`src/rtl/core/sdfc_pkg.sv`:
```
package sdfc_pkg;

    // Result status codes
    typedef enum logic [2:0] {
        ST_OK       = 3'd0,
        ST_HEADER   = 3'd1,
        ST_COMMAND  = 3'd2,
        ST_END      = 3'd3,
        ST_CHECKSUM = 3'd4,
        ST_LENGTH   = 3'd5
    } t_status;

    // Frame layout
    localparam int unsigned POS_W       = 10;
    localparam int unsigned SINGLE_LEN  = 267;
    localparam int unsigned BANK_LEN    = 524;
    localparam int unsigned PAY_START   = 9;
    localparam int unsigned HDR_LEN     = 5;

    // Positions of the last summed byte, checksum byte and end byte;
    // every byte from PAY_START up to the one before the checksum is summed
    localparam logic [POS_W-1:0] PAY_LAST_SINGLE = POS_W'(SINGLE_LEN - 3);
    localparam logic [POS_W-1:0] PAY_LAST_BANK   = POS_W'(BANK_LEN - 3);
    localparam logic [POS_W-1:0] CKS_POS_SINGLE  = POS_W'(SINGLE_LEN - 2);
    localparam logic [POS_W-1:0] CKS_POS_BANK    = POS_W'(BANK_LEN - 2);
    localparam logic [POS_W-1:0] END_POS_SINGLE  = POS_W'(SINGLE_LEN - 1);
    localparam logic [POS_W-1:0] END_POS_BANK    = POS_W'(BANK_LEN - 1);

    localparam logic [POS_W-1:0] POS_SUM_FIRST = POS_W'(5);
    localparam logic [POS_W-1:0] POS_CMD       = POS_W'(6);
    localparam logic [POS_W-1:0] POS_BANK      = POS_W'(7);
    localparam logic [POS_W-1:0] POS_PROG      = POS_W'(8);

    localparam logic [7:0] CMD_BYTE  = 8'h10;
    localparam logic [7:0] END_BYTE  = 8'hF7;
    localparam logic [7:0] COUNT_MAX = 8'hFF;

    // Register map
    localparam logic REG_FRAME_MODE = 1'b0;

    // Result word handed from the checker to the output register
    typedef struct packed {
        t_status    status;
        logic [7:0] bank_number;
        logic [7:0] program_number;
        logic [7:0] block_index;
        logic       buffer_done;
        logic       buffer_ok;
    } t_result;

    // Expected header bytes
    function automatic logic [7:0] hdr_byte(input logic [2:0] idx);
        logic [7:0] val;
        case (idx)
            3'd0:    val = 8'hF0;
            3'd1:    val = 8'h00;
            3'd2:    val = 8'h20;
            3'd3:    val = 8'h33;
            3'd4:    val = 8'h01;
            default: val = 8'h00;
        endcase
        return val;
    endfunction

endpackage

```
`src/rtl/core/sdfc_in_if.sv`:
```
// Byte stream channel
interface sdfc_in_if;
    logic       valid;
    logic       ready;
    logic [7:0] data_byte;
    logic       last_byte;

    modport source (output valid, output data_byte, output last_byte, input ready);
    modport sink   (input valid, input data_byte, input last_byte, output ready);
endinterface

```
`src/rtl/core/sdfc_out_if.sv`:
```
// Frame status channel
interface sdfc_out_if;
    logic       valid;
    logic       ready;
    logic [2:0] status;
    logic [7:0] bank_number;
    logic [7:0] program_number;
    logic [7:0] block_index;
    logic       buffer_done;
    logic       buffer_ok;

    modport source (output valid, output status, output bank_number,
                    output program_number, output block_index,
                    output buffer_done, output buffer_ok, input ready);
    modport sink   (input valid, input status, input bank_number,
                    input program_number, input block_index,
                    input buffer_done, input buffer_ok, output ready);
endinterface

```
`src/rtl/core/sdfc_apb_regs.sv`:
```
module sdfc_apb_regs (
    input  logic        i_clk,
    input  logic        i_rst_n,
    input  logic        psel,
    input  logic        penable,
    input  logic        pwrite,
    input  logic [2:0]  paddr,
    input  logic [31:0] pwdata,
    output logic [31:0] prdata,
    output logic        pready,
    output logic        o_frame_mode
);

    logic r_frame_mode;
    logic n_frame_mode;
    logic wr_en;

    assign pready = 1'b1;
    assign wr_en  = psel && penable && pwrite && (paddr[2] == sdfc_pkg::REG_FRAME_MODE);

    // Mode register
    always_comb begin
        n_frame_mode = r_frame_mode;
        if (wr_en) begin
            n_frame_mode = pwdata[0];
        end
    end

    always_ff @(posedge i_clk) begin
        if (!i_rst_n) begin
            r_frame_mode <= 1'b0;
        end else begin
            r_frame_mode <= n_frame_mode;
        end
    end

    // Read back; unused address bits ignored
    assign prdata = (paddr[2] == sdfc_pkg::REG_FRAME_MODE) ? {31'd0, r_frame_mode} : 32'd0;

    assign o_frame_mode = r_frame_mode;

endmodule

```
`src/rtl/core/sdfc_frame_chk.sv`:
```
module sdfc_frame_chk (
    input  logic                i_clk,
    input  logic                i_rst_n,
    input  logic                i_fire,
    input  logic [7:0]          i_data_byte,
    input  logic                i_last_byte,
    input  logic                i_frame_mode,
    output logic                o_res_vld,
    output sdfc_pkg::t_result   o_res
);

    localparam int unsigned PW = sdfc_pkg::POS_W;

    // Frame state
    logic [PW-1:0]      r_pos, n_pos;
    logic [6:0]         r_sum, n_sum;
    sdfc_pkg::t_status  r_ferr, n_ferr;
    logic [7:0]         r_bank, n_bank;
    logic [7:0]         r_prog, n_prog;
    logic [7:0]         r_count, n_count;
    logic               r_all_ok, n_all_ok;
    logic               r_overrun, n_overrun;

    // Working values for the current word
    logic [PW-1:0]      pay_last, cks_pos, end_pos;
    logic               frame_start;
    logic [6:0]         s_sum, f_sum;
    sdfc_pkg::t_status  s_ferr, f_ferr;
    logic [7:0]         s_bank, f_bank;
    logic [7:0]         s_prog, f_prog;
    logic               frame_end;
    sdfc_pkg::t_status  f_status;
    logic               ok_after;

    assign pay_last = i_frame_mode ? sdfc_pkg::PAY_LAST_BANK : sdfc_pkg::PAY_LAST_SINGLE;
    assign cks_pos  = i_frame_mode ? sdfc_pkg::CKS_POS_BANK  : sdfc_pkg::CKS_POS_SINGLE;
    assign end_pos  = i_frame_mode ? sdfc_pkg::END_POS_BANK  : sdfc_pkg::END_POS_SINGLE;

    // Start of frame clears the per-frame state
    assign frame_start = (r_pos == '0);
    assign s_sum  = frame_start ? 7'd0 : r_sum;
    assign s_ferr = frame_start ? sdfc_pkg::ST_OK : r_ferr;
    assign s_bank = frame_start ? 8'd0 : r_bank;
    assign s_prog = frame_start ? 8'd0 : r_prog;

    // Per-position checks and checksum accumulation
    always_comb begin
        f_sum  = s_sum;
        f_ferr = s_ferr;
        f_bank = s_bank;
        f_prog = s_prog;
        if (r_pos < PW'(sdfc_pkg::HDR_LEN)) begin
            if (i_data_byte != sdfc_pkg::hdr_byte(r_pos[2:0]) && s_ferr == sdfc_pkg::ST_OK) begin
                f_ferr = sdfc_pkg::ST_HEADER;
            end
        end else if (r_pos == sdfc_pkg::POS_SUM_FIRST) begin
            f_sum = s_sum + i_data_byte[6:0];
        end else if (r_pos == sdfc_pkg::POS_CMD) begin
            if (i_data_byte != sdfc_pkg::CMD_BYTE && s_ferr == sdfc_pkg::ST_OK) begin
                f_ferr = sdfc_pkg::ST_COMMAND;
            end
            f_sum = s_sum + sdfc_pkg::CMD_BYTE[6:0];
        end else if (r_pos == sdfc_pkg::POS_BANK) begin
            f_bank = i_data_byte;
            f_sum  = s_sum + i_data_byte[6:0];
        end else if (r_pos == sdfc_pkg::POS_PROG) begin
            f_prog = i_data_byte;
            f_sum  = s_sum + i_data_byte[6:0];
        end else if (r_pos <= pay_last) begin
            f_sum = s_sum + i_data_byte[6:0];
        end else if (r_pos == cks_pos) begin
            // a checksum byte with bit 7 set never matches
            if ({1'b0, s_sum} != i_data_byte && s_ferr == sdfc_pkg::ST_OK) begin
                f_ferr = sdfc_pkg::ST_CHECKSUM;
            end
        end
    end

    // Frame verdict, ranked length overrun, header, command, end byte, checksum
    assign frame_end = (r_pos >= end_pos);
    always_comb begin
        if (r_pos > end_pos) begin
            f_status = sdfc_pkg::ST_LENGTH;
        end else if (f_ferr == sdfc_pkg::ST_HEADER || f_ferr == sdfc_pkg::ST_COMMAND) begin
            f_status = f_ferr;
        end else if (i_data_byte != sdfc_pkg::END_BYTE) begin
            f_status = sdfc_pkg::ST_END;
        end else if (f_ferr == sdfc_pkg::ST_CHECKSUM) begin
            f_status = sdfc_pkg::ST_CHECKSUM;
        end else begin
            f_status = sdfc_pkg::ST_OK;
        end
    end

    assign ok_after = r_all_ok && (f_status == sdfc_pkg::ST_OK);

    // Result word and next state
    always_comb begin
        n_pos     = r_pos;
        n_sum     = r_sum;
        n_ferr    = r_ferr;
        n_bank    = r_bank;
        n_prog    = r_prog;
        n_count   = r_count;
        n_all_ok  = r_all_ok;
        n_overrun = r_overrun;
        o_res_vld = 1'b0;
        o_res.status         = sdfc_pkg::ST_LENGTH;
        o_res.bank_number    = r_bank;
        o_res.program_number = r_prog;
        o_res.block_index    = r_count;
        o_res.buffer_done    = 1'b1;
        o_res.buffer_ok      = 1'b0;

        if (r_overrun) begin
            // trailing bytes after a single frame: swallow until the last mark
            o_res_vld = i_last_byte;
            if (i_last_byte) begin
                n_pos     = '0;
                n_count   = 8'd0;
                n_all_ok  = 1'b1;
                n_overrun = 1'b0;
            end
        end else begin
            n_sum  = f_sum;
            n_ferr = f_ferr;
            n_bank = f_bank;
            n_prog = f_prog;
            o_res.bank_number    = f_bank;
            o_res.program_number = f_prog;
            if (frame_end) begin
                o_res_vld          = 1'b1;
                o_res.status       = f_status;
                o_res.buffer_done  = i_last_byte;
                o_res.buffer_ok    = ok_after;
                n_pos    = '0;
                n_count  = (r_count == sdfc_pkg::COUNT_MAX) ? r_count : r_count + 8'd1;
                n_all_ok = ok_after;
                if (i_last_byte) begin
                    n_count  = 8'd0;
                    n_all_ok = 1'b1;
                end else if (!i_frame_mode) begin
                    n_overrun = 1'b1;
                end
            end else if (i_last_byte) begin
                // buffer ends mid-frame
                o_res_vld = 1'b1;
                n_pos     = '0;
                n_count   = 8'd0;
                n_all_ok  = 1'b1;
            end else begin
                n_pos = r_pos + PW'(1);
            end
        end
    end

    always_ff @(posedge i_clk) begin
        if (!i_rst_n) begin
            r_pos     <= '0;
            r_sum     <= 7'd0;
            r_ferr    <= sdfc_pkg::ST_OK;
            r_bank    <= 8'd0;
            r_prog    <= 8'd0;
            r_count   <= 8'd0;
            r_all_ok  <= 1'b1;
            r_overrun <= 1'b0;
        end else if (i_fire) begin
            r_pos     <= n_pos;
            r_sum     <= n_sum;
            r_ferr    <= n_ferr;
            r_bank    <= n_bank;
            r_prog    <= n_prog;
            r_count   <= n_count;
            r_all_ok  <= n_all_ok;
            r_overrun <= n_overrun;
        end
    end

endmodule

```
`src/rtl/core/sysex_dump_frame_checker_unit.sv`:
```
// Path: a word held in the input register is checked combinationally when it advances,
//   and any status word it closes is captured in the output register at that edge.
// Throughput: one byte word per cycle while the output is not back-pressured; a waiting
//   result holds the next word in the input register, so output back-pressure stalls input.
// Reset: synchronous, active low; clears frame state, frame_mode and the valid flags.
module sysex_dump_frame_checker_unit (
    input  logic        i_clk,
    input  logic        i_rst_n,
    sdfc_in_if.sink     i_in,
    sdfc_out_if.source  o_out,
    input  logic        psel,
    input  logic        penable,
    input  logic        pwrite,
    input  logic [2:0]  paddr,
    input  logic [31:0] pwdata,
    output logic [31:0] prdata,
    output logic        pready
);

    logic               frame_mode;
    logic               advance;
    logic               res_vld;
    sdfc_pkg::t_result  res;

    // Input register
    logic               r_in_vld, n_in_vld;
    logic [7:0]         r_in_byte;
    logic               r_in_last;

    // Output register
    logic               r_out_vld, n_out_vld;
    sdfc_pkg::t_result  r_out;

    sdfc_apb_regs u_regs (
        .i_clk        (i_clk),
        .i_rst_n      (i_rst_n),
        .psel         (psel),
        .penable      (penable),
        .pwrite       (pwrite),
        .paddr        (paddr),
        .pwdata       (pwdata),
        .prdata       (prdata),
        .pready       (pready),
        .o_frame_mode (frame_mode)
    );

    // Word moves on when the output slot is free or being emptied
    assign advance    = r_in_vld && (!r_out_vld || o_out.ready);
    assign i_in.ready = !r_in_vld || advance;

    always_comb begin
        n_in_vld = r_in_vld;
        if (i_in.valid && i_in.ready) begin
            n_in_vld = 1'b1;
        end else if (advance) begin
            n_in_vld = 1'b0;
        end
    end

    always_ff @(posedge i_clk) begin
        if (!i_rst_n) begin
            r_in_vld <= 1'b0;
        end else begin
            r_in_vld <= n_in_vld;
        end
    end

    always_ff @(posedge i_clk) begin
        if (i_in.valid && i_in.ready) begin
            r_in_byte <= i_in.data_byte;
            r_in_last <= i_in.last_byte;
        end
    end

    sdfc_frame_chk u_chk (
        .i_clk        (i_clk),
        .i_rst_n      (i_rst_n),
        .i_fire       (advance),
        .i_data_byte  (r_in_byte),
        .i_last_byte  (r_in_last),
        .i_frame_mode (frame_mode),
        .o_res_vld    (res_vld),
        .o_res        (res)
    );

    // Result register
    always_comb begin
        n_out_vld = r_out_vld;
        if (advance && res_vld) begin
            n_out_vld = 1'b1;
        end else if (o_out.ready) begin
            n_out_vld = 1'b0;
        end
    end

    always_ff @(posedge i_clk) begin
        if (!i_rst_n) begin
            r_out_vld <= 1'b0;
        end else begin
            r_out_vld <= n_out_vld;
        end
    end

    always_ff @(posedge i_clk) begin
        if (advance && res_vld) begin
            r_out <= res;
        end
    end

    assign o_out.valid          = r_out_vld;
    assign o_out.status         = r_out.status;
    assign o_out.bank_number    = r_out.bank_number;
    assign o_out.program_number = r_out.program_number;
    assign o_out.block_index    = r_out.block_index;
    assign o_out.buffer_done    = r_out.buffer_done;
    assign o_out.buffer_ok      = r_out.buffer_ok;

`ifndef SYNTHESIS
    // a failed frame can never report a clean buffer
    a_fail_clears_ok: assert property (@(posedge i_clk) disable iff (!i_rst_n)
        r_out_vld && (r_out.status != sdfc_pkg::ST_OK) |-> !r_out.buffer_ok)
        else $error("failed frame reported with buffer_ok set");

    // a held input word is not lost or replaced while the output stalls
    a_in_hold: assert property (@(posedge i_clk) disable iff (!i_rst_n)
        r_in_vld && !advance |=> r_in_vld && $stable(r_in_byte) && $stable(r_in_last))
        else $error("stalled input word changed");

    // status codes stay within the defined set
    a_status_range: assert property (@(posedge i_clk) disable iff (!i_rst_n)
        r_out_vld |-> (r_out.status <= sdfc_pkg::ST_LENGTH))
        else $error("undefined status code");
`endif

endmodule

```
`src/flat_wrapper.sv`:
```
// flat-port wrapper written by rule: the top's interface ports become plain ports
module sysex_dump_frame_checker_unit_flat 
  (i_clk, i_rst_n, psel, penable, pwrite, paddr, pwdata, prdata, pready, i_in_valid, i_in_data_byte, i_in_last_byte, i_in_ready, o_out_valid, o_out_status, o_out_bank_number, o_out_program_number, o_out_block_index, o_out_buffer_done, o_out_buffer_ok, o_out_ready);
  sdfc_in_if i_in_i ();
  sdfc_out_if o_out_i ();
  input  logic i_clk;
  input  logic i_rst_n;
  input  logic psel;
  input  logic penable;
  input  logic pwrite;
  input  logic [2:0] paddr;
  input  logic [31:0] pwdata;
  output logic [31:0] prdata;
  output logic pready;
  input wire logic [$bits(i_in_i.valid)-1:0] i_in_valid;
  input wire logic [$bits(i_in_i.data_byte)-1:0] i_in_data_byte;
  input wire logic [$bits(i_in_i.last_byte)-1:0] i_in_last_byte;
  output wire logic [$bits(i_in_i.ready)-1:0] i_in_ready;
  output wire logic [$bits(o_out_i.valid)-1:0] o_out_valid;
  output wire logic [$bits(o_out_i.status)-1:0] o_out_status;
  output wire logic [$bits(o_out_i.bank_number)-1:0] o_out_bank_number;
  output wire logic [$bits(o_out_i.program_number)-1:0] o_out_program_number;
  output wire logic [$bits(o_out_i.block_index)-1:0] o_out_block_index;
  output wire logic [$bits(o_out_i.buffer_done)-1:0] o_out_buffer_done;
  output wire logic [$bits(o_out_i.buffer_ok)-1:0] o_out_buffer_ok;
  input wire logic [$bits(o_out_i.ready)-1:0] o_out_ready;
  assign i_in_i.valid = i_in_valid;
  assign i_in_i.data_byte = i_in_data_byte;
  assign i_in_i.last_byte = i_in_last_byte;
  assign i_in_ready = i_in_i.ready;
  assign o_out_valid = o_out_i.valid;
  assign o_out_status = o_out_i.status;
  assign o_out_bank_number = o_out_i.bank_number;
  assign o_out_program_number = o_out_i.program_number;
  assign o_out_block_index = o_out_i.block_index;
  assign o_out_buffer_done = o_out_i.buffer_done;
  assign o_out_buffer_ok = o_out_i.buffer_ok;
  assign o_out_i.ready = o_out_ready;
  sysex_dump_frame_checker_unit u_core (.i_clk(i_clk), .i_rst_n(i_rst_n), .i_in(i_in_i), .o_out(o_out_i), .psel(psel), .penable(penable), .pwrite(pwrite), .paddr(paddr), .pwdata(pwdata), .prdata(prdata), .pready(pready));
endmodule
```
`config.mk`:
```
export PLATFORM = sky130hd
export DESIGN_NAME = sysex_dump_frame_checker_unit_flat
export DESIGN_NICKNAME = d
export VERILOG_FILES = /design/src/rtl/core/sdfc_pkg.sv /design/src/rtl/core/sdfc_in_if.sv /design/src/rtl/core/sdfc_out_if.sv /design/src/rtl/core/sdfc_apb_regs.sv /design/src/rtl/core/sdfc_frame_chk.sv /design/src/rtl/core/sysex_dump_frame_checker_unit.sv /design/src/flat_wrapper.sv
export SDC_FILE = /design/constraint.sdc
export NUM_CORES = 1
export LEC_CHECK = 0
export BUFFER_PORTS_ARGS = -buffer_cell sky130_fd_sc_hd__buf_2
export CORE_ASPECT_RATIO = 1.25
export CORE_UTILIZATION = 59
export DETAILED_ROUTE_END_ITERATION = 6
export GPL_TIMING_DRIVEN = 1
export HOLD_SLACK_MARGIN = 0.08
export PLACE_DENSITY = 0.95
export RECOVER_POWER = 100
export SETUP_SLACK_MARGIN = 0.1
export SYNTH_ARGS = -nofsm -noshare
export SYNTH_HDL_FRONTEND = slang
export SYNTH_SLANG_ARGS = --single-unit
```
`constraint.sdc`:
```
create_clock -name i_clk -period 6.9 [get_ports i_clk]
set_clock_uncertainty 0.15 [all_clocks]
set_input_delay 1.035 -clock i_clk [delete_from_list [all_inputs] [get_ports i_clk]]
set_output_delay 1.035 -clock i_clk [all_outputs]
set_load 0.01 [all_outputs]
```
==> run summary, run 1 <==
Status: finished with violations
Failing checks: design-rule violations, max-capacitance violations, max-slew violations
CP Capture Point: u_core.o_out.buffer_ok$_SDFFCE_PN0P_
Setup CP Type: flop to flop
Filler instances: 653
Die area: 0.00878 sq mm
Core area: 0.00819 sq mm
Vias: 4,243
Clock Sinks: 87
Syn Area/Cell: 9.17 sq um
Final wirelength: 11,300 um
Placer Congestion: 0.964
Synthesized cell area: 0.00496 sq mm
Grt ovf: 0
Fmax: 198 MHz
Hold Violations, Final: 0
Io pins: 115
Post-CTS setup buffer count: 0
Proportion of layout cells with a drive suffix above 1: 0.0686
Leakage: 0.00191 uW
Worst-path clk slew: 0.10 ns
Crit path launch type: flop
R2R Path End: u_core.o_out.buffer_ok$_SDFFCE_PN0P_
Number of remaining DRC errors: 9
Drt wl/cell: 16.7 um
FP Rows: 37
Vias per cell: 6.24
Max_cap viols: 1
N_diodes: 0
Share of the synthesized area in the top cell type: 0.230
CTS max path bufs: 2
Flops & latches, synth: 87
RSZ-0062 raised after global routing: no
Chip Height: 105 um
Reg2Reg Depth: 13
Resized cells post-CTS: 0
CTS tree: yes
FF-to-FF setup slack: 1.85 ns
Worst-margin pin slew: 1.76 ns
EDFF count, synth: 38
Commonest non-fill, non-tap cell in the layout: nor2_1
Synthesized instance count: 541
Top_reg_cell synth: dfxtp_1
Initial core utilization: 0.605
Most area-hungry cell type in the Yosys netlist: edfxtp_1
Final TNS setup: 0 ns
Global-route wire length before repair: 18,300 um
Peak VDD IR: 0.0858 mV
Top cells by area, synth: edfxtp_1 23%, dfxtp_1 20%, buf_4 5.0%, nor2_1 4.1%, ha_1 4.0%
Pin count of the biggest net entering global routing: 38
Final setup vio count: 0
Synth cell types: 70
Detail Placement HPWL: 7980 um
Overall routing resource usage: 0.265
Total CTS buffers: 9
Worst setup EP type: flop
Max_slew headroom: -0.173
Seq/Total Area, Yosys: 0.428
Number of iterations in the first detailed-routing pass: 7
ANT nets after route: 0
Critical Path Fanout Max: 12
Worst hold stages: 2
Tightest Hold Check Type: flop to flop
Required @ worst endpoint: 6.90 ns
Reg area: 0.00212 sq mm
Vias in the first global route: 3,955
1st-iter DRT viols: 424
Chip width: 84.0 um
Synthesis-to-finish area growth: 4.59%
FF-to-FF Start: u_core.u_chk.r_pos[1]$_SDFFE_PN0P_
Area occupied by multi-input gates: 0.00245 sq mm
Cts hold-fix bufs: 0
Pwr/cell area: 183 mW/mm^2
CTS root buf: clkbuf_8
Critical path arrival: 5.06 ns
Port bufs: 49
Nets: 646
CP startpoint: u_core.u_chk.r_pos[1]$_SDFFE_PN0P_
Synth warn: 0
Fin Hold WS: 0.305 ns
Clock Latency Late Sink: 0.38 ns
H-tree lvl count: 3
Post-route clock period utilization: 0.733
Initial antenna violation count: 0
Final critical-path required period: 5.05 ns
Most frequent cells in the layout: 53 x nor2_1, 49 x dfxtp_1, 44 x nand2_1
Fin. max-slew vios: 38
Ys async rst share: 0
-- layer usage --
metal	share of wire	track usage	vias up	wire, um
met5	0	0	-	0
met4	0.062	0.208	0	697
met3	0.085	0.0571	59	957
met2	0.48	0.431	251	5430
met1	0.37	0.302	1950	4240
li1	-	-	1983	-
-- cells in the mapped netlist (3+ instances only) --
| cell | n |
|---|---|
| buf_4 | 33 |
| nor2_1 | 54 |
| nand4_1 | 9 |
| edfxtp_1 | 38 |
| inv_1 | 27 |
| ha_1 | 16 |
| a211oi_1 | 6 |
| nor4_1 | 4 |
| nand2_1 | 44 |
| a22o_1 | 8 |
| and4_1 | 4 |
| or3_1 | 6 |
| nand2b_1 | 6 |
| nor2b_1 | 8 |
| nand3_1 | 25 |
| a21oi_1 | 33 |
| dfxtp_1 | 49 |
| and2_1 | 10 |
| xnor2_1 | 8 |
| a22oi_1 | 10 |
| o21ai_0 | 24 |
| a31oi_1 | 4 |
| xor2_1 | 7 |
| clkbuf_1 | 20 |
| nor3b_1 | 4 |
| and3_1 | 5 |
| nor3_1 | 12 |
| o21a_1 | 3 |
| mux2i_1 | 3 |
| a32oi_1 | 4 |
-- layout make-up --
class                      instances  area share
clock buffer                       9      0.0239
clock inverter                     7     0.00916
inverter                          27      0.0195
multi-input combinational        400       0.472
sequential                        87       0.409
tap                               97      0.0234
timing repair buffer              53      0.0427
-- worst min-delay path by stage --
stage                                                to                                start  slack [ns]
floorplan           u_core.u_chk.r_prog[0]$_SDFFE_PN0P_  u_core.u_chk.r_prog[0]$_SDFFE_PN0P_        0.29
global placement    u_core.u_chk.r_prog[6]$_SDFFE_PN0P_  u_core.u_chk.r_prog[6]$_SDFFE_PN0P_        0.29
detailed placement  u_core.u_chk.r_prog[7]$_SDFFE_PN0P_  u_core.u_chk.r_prog[7]$_SDFFE_PN0P_        0.30
CTS                 u_core.u_chk.r_prog[7]$_SDFFE_PN0P_  u_core.u_chk.r_prog[7]$_SDFFE_PN0P_        0.31
global route        u_core.u_chk.r_prog[1]$_SDFFE_PN0P_  u_core.u_chk.r_prog[1]$_SDFFE_PN0P_        0.33
finish              u_core.u_chk.r_prog[2]$_SDFFE_PN0P_  u_core.u_chk.r_prog[2]$_SDFFE_PN0P_        0.30
-- critical path: stages (launching register included) --
cell	delay [ns]
dfxtp_1	0.43
inv_1	0.21
ha_1	0.40
or4b_1	0.64
or3_1	0.58
nand2_1	0.18
inv_1	0.08
ha_1	0.33
or4_1	0.50
nor4_1	0.28
a221oi_1	0.18
a22o_4	0.28
xnor2_1	0.16
a2111oi_0	0.42
-- power breakdown --
part | total [uW] | switching [uW] | internal (uW)
Clock | 317 | 187 | 131
Sequential | 558 | 14.1 | 544
Combinational | 71.9 | 51.0 | 20.9
Total | 947 | 252 | 696
-- logic make-up (layout without fill, tap and decap cells) --
family	Yosys count	after routing	share of synthesized area
flops	87	87	0.428
simple gates	203	203	0.208
mux	3	3	0.00605
compound gates	130	130	0.197
buf+inv	84	96	0.0890
other cells	2	32	0.00151
xor+xnor	15	15	0.0265
fa+ha+maj	17	17	0.0444
-- per-stage QoR --
stage                     utilization  instance area [sq um]  total power, uW  cells  setup WS [ns]
after floorplan                     -                   5070              632    571           2.57
after global placement          0.626                   5130              640    664           2.12
after detailed placement        0.626                   5130              643    664           2.10
after CTS                       0.647                   5300              956    680           2.08
after global routing            0.633                   5190              982    680           1.39
final                           0.633                   5190              947    680           1.85
-- flip-flops by register name, indices dropped and copies added (netlist names), 3 cells and up --
signal and count:
u_core.u_chk.r_pos 10, u_core.o_out.bank_number 8, u_core.o_out.block_index 8, u_core.o_out.program_number 8, u_core.r_in_byte 8, u_core.u_chk.r_bank 8, u_core.u_chk.r_count 8, u_core.u_chk.r_prog 8
u_core.u_chk.r_sum 7, u_core.o_out.status 3, u_core.u_chk.r_ferr 3
Power figures use the tool's default switching activity.
==> run 2: changes to the inputs <==
--- a/config.mk
+++ b/config.mk
@@ -7,11 +7,11 @@
 export LEC_CHECK = 0
 export BUFFER_PORTS_ARGS = -buffer_cell sky130_fd_sc_hd__buf_2
 export CORE_ASPECT_RATIO = 1.25
-export CORE_UTILIZATION = 59
+export CORE_UTILIZATION = 54
 export DETAILED_ROUTE_END_ITERATION = 6
 export GPL_TIMING_DRIVEN = 1
 export HOLD_SLACK_MARGIN = 0.08
-export PLACE_DENSITY = 0.95
+export PLACE_DENSITY = 0.9
 export RECOVER_POWER = 100
 export SETUP_SLACK_MARGIN = 0.1
 export SYNTH_ARGS = -nofsm -noshare
==> constraint.sdc (replaced) <==
create_clock -name i_clk -period 5 [get_ports i_clk]
set_clock_uncertainty 0.15 [all_clocks]
set_input_delay 0.75 -clock i_clk [delete_from_list [all_inputs] [get_ports i_clk]]
set_output_delay 0.75 -clock i_clk [all_outputs]
set_load 0.01 [all_outputs]
==> run 2 against run 1 <==
- critical path depth did not move
- the flow finishes with violations (max-capacitance violations, max-slew violations)
- sequential share of layout area decreased by 1.0 points
- clock power rose by 81%
- combinational power is 42% higher
- power is 53% higher
==> run summary, run 2 (same netlist as run 1, synthesis figures left out) <==
Commonest non-fill, non-tap cell in the layout: nor2_1
RSZ-0062 raised after global routing: no
Worst path bufs/invs: 2
Initial core utilization: 0.564
Fin. max-slew vios: 38
Drt wl/cell: 16.3 um
Met2 GRT Util: 0.441
Pwr/cell area: 272 mW/mm^2
Clk pwr share: 0.397
Number of iterations in the first detailed-routing pass: 6
FF-to-FF setup slack: 0.31 ns
Clock Latency Late Sink: 0.37 ns
Core area: 0.00880 sq mm
CP Capture Point: u_core.o_out.status[1]$_SDFFCE_PN0P_
Overall routing resource usage: 0.255
Initial antenna violation count: 0
Critical Path Fanout Max: 12
R2R Path End: u_core.o_out.status[1]$_SDFFCE_PN0P_
Nets: 651
Area occupied by multi-input gates: 0.00246 sq mm
Vias per cell: 5.94
Leakage: 0.00196 uW
Final TNS setup: 0 ns
Worst-path clk slew: 0.09 ns
Total CTS buffers: 9
Detail Placement HPWL: 8100 um
Setup CP Type: flop to flop
Placer Congestion: 0.915
Reg area: 0.00212 sq mm
Kind of cell adding the most delay to the critical path: simple AND/OR/NAND/NOR gates
CP Cell Sequence: inv_1, ha_2, or4b_1, or3_4, nand2_1, inv_1, ha_1, or4_1, nor4_1, a221oi_1, a22o_4, or2_0, a32o_1
Final wirelength: 11,600 um
Vias: 4,205
Cell internal pwr: 1110 uW
Cts hold-fix bufs: 0
Met1 usage: 0.285
Slowest stage delay, CP: 0.55 ns
Met3 Use GR: 0.0590
Io pins: 115
Fmax: 213 MHz
Chip width: 87.7 um
Switching power: 337 uW
Post-Place Worst Slack: 0.358 ns
Peak VDD IR: 0.122 mV
Synthesis-to-finish area growth: 7.26%
Crit path depth: 13
Largest Register: u_core.u_chk.r_pos
Proportion of layout cells with a drive suffix above 1: 0.0748
Failing checks: max-capacitance violations, max-slew violations
CTS max path bufs: 2
FF-to-FF Start: u_core.u_chk.r_pos[0]$_SDFFE_PN0P_
CTS tree: yes
Port bufs: 49
Post-route clock period utilization: 0.939
Max_slew headroom: -0.201
Worst setup EP type: flop
Critical path arrival: 4.66 ns
CP startpoint: u_core.u_chk.r_pos[0]$_SDFFE_PN0P_
Worst setup margin: 0.307 ns
Max_cap viols: 1
Clock Sinks: 87
Sw Share: 0.233
Pin count of the biggest net entering global routing: 38
Final critical-path required period: 4.69 ns
Grt ovf: 0
Tightest Hold Check Type: flop to flop
Crit-path slowest cell: or4b_1
Reg2Reg Depth: 13
Global-route wire length before repair: 18,700 um
Total power: 1450 uW
Worst-margin pin slew: 1.80 ns
Resized cells post-CTS: 0
Final setup vio count: 0
ANT nets after route: 0
H-tree lvl count: 3
Most frequent cells in the layout: 53 x nor2_1, 49 x dfxtp_1, 44 x nand2_1
Hold Violations, Final: 0
Status: finished with violations
Sequential share of power: 0.532
Global route hottest layer: met2
N_diodes: 0
Critical Path Most Common Cell: inv_1
Post-CTS setup buffer count: 0
Chip Height: 109 um
Max reg flops: 10
Filler instances: 724
CTS root buf: clkbuf_8
Crit path launch type: flop
Vias in the first global route: 4,029
Required @ worst endpoint: 4.96 ns
Combinational share of power: 0.070
Number of remaining DRC errors: 0
1st-iter DRT viols: 374
Die area: 0.00958 sq mm
FP Rows: 38
[run 2: cell type report]
class | instances | area share
Multi-Input combinational cell | 400 | 0.462
Sequential cell | 87 | 0.399
Timing Repair Buffer | 58 | 0.0480
Tap cell | 120 | 0.0282
Clock buffer | 9 | 0.0233
Clock inverter | 7 | 0.0207
Inverter | 27 | 0.0190
[run 2: through the flow]
step	std cells	utilization	hold WS, ns	area, sq um
global placement	692	0.591	0.292	5200
floorplan	571	-	0.286	5070
global route	708	0.605	0.324	5320
CTS	708	0.618	0.309	5430
finish	708	0.605	0.307	5320
detailed placement	692	0.591	0.298	5200
[run 2: layer usage]
layer  up-vias  wire, um
li1       1991         -
met1      1977      4450
met2       195      5890
met3        42       788
met4         0       430
met5         -         0
[run 2: worst register-to-register path, delay by kind of cell (launching register included)]
family	cells	cell delay (ns)
compound gates	3	0.78
fa+ha+maj	2	0.64
buf+inv	2	0.22
flops	1	0.39
simple gates	6	2.26
[run 2: worst min path at each step]
stage	from	to	slack, ns	cells after the start
after floorplan	u_core.u_chk.r_prog[0]$_SDFFE_PN0P_	u_core.u_chk.r_prog[0]$_SDFFE_PN0P_	0.29	2
after global placement	u_core.u_chk.r_prog[7]$_SDFFE_PN0P_	u_core.u_chk.r_prog[7]$_SDFFE_PN0P_	0.29	2
after detailed placement	u_core.u_chk.r_prog[7]$_SDFFE_PN0P_	u_core.u_chk.r_prog[7]$_SDFFE_PN0P_	0.30	2
after CTS	u_core.u_chk.r_prog[7]$_SDFFE_PN0P_	u_core.u_chk.r_prog[7]$_SDFFE_PN0P_	0.31	2
after global routing	u_core.u_chk.r_prog[4]$_SDFFE_PN0P_	u_core.u_chk.r_prog[4]$_SDFFE_PN0P_	0.32	2
final	u_core.u_chk.r_prog[7]$_SDFFE_PN0P_	u_core.u_chk.r_prog[7]$_SDFFE_PN0P_	0.31	2
[run 2: power groups by stage]
stage,registers (uW),clock network [uW],logic (uW)
after floorplan,776,0,95.5
final,770,575,102
after global routing,771,608,113
after detailed placement,785,0,103
after CTS,769,581,104
after global placement,784,0,99.2
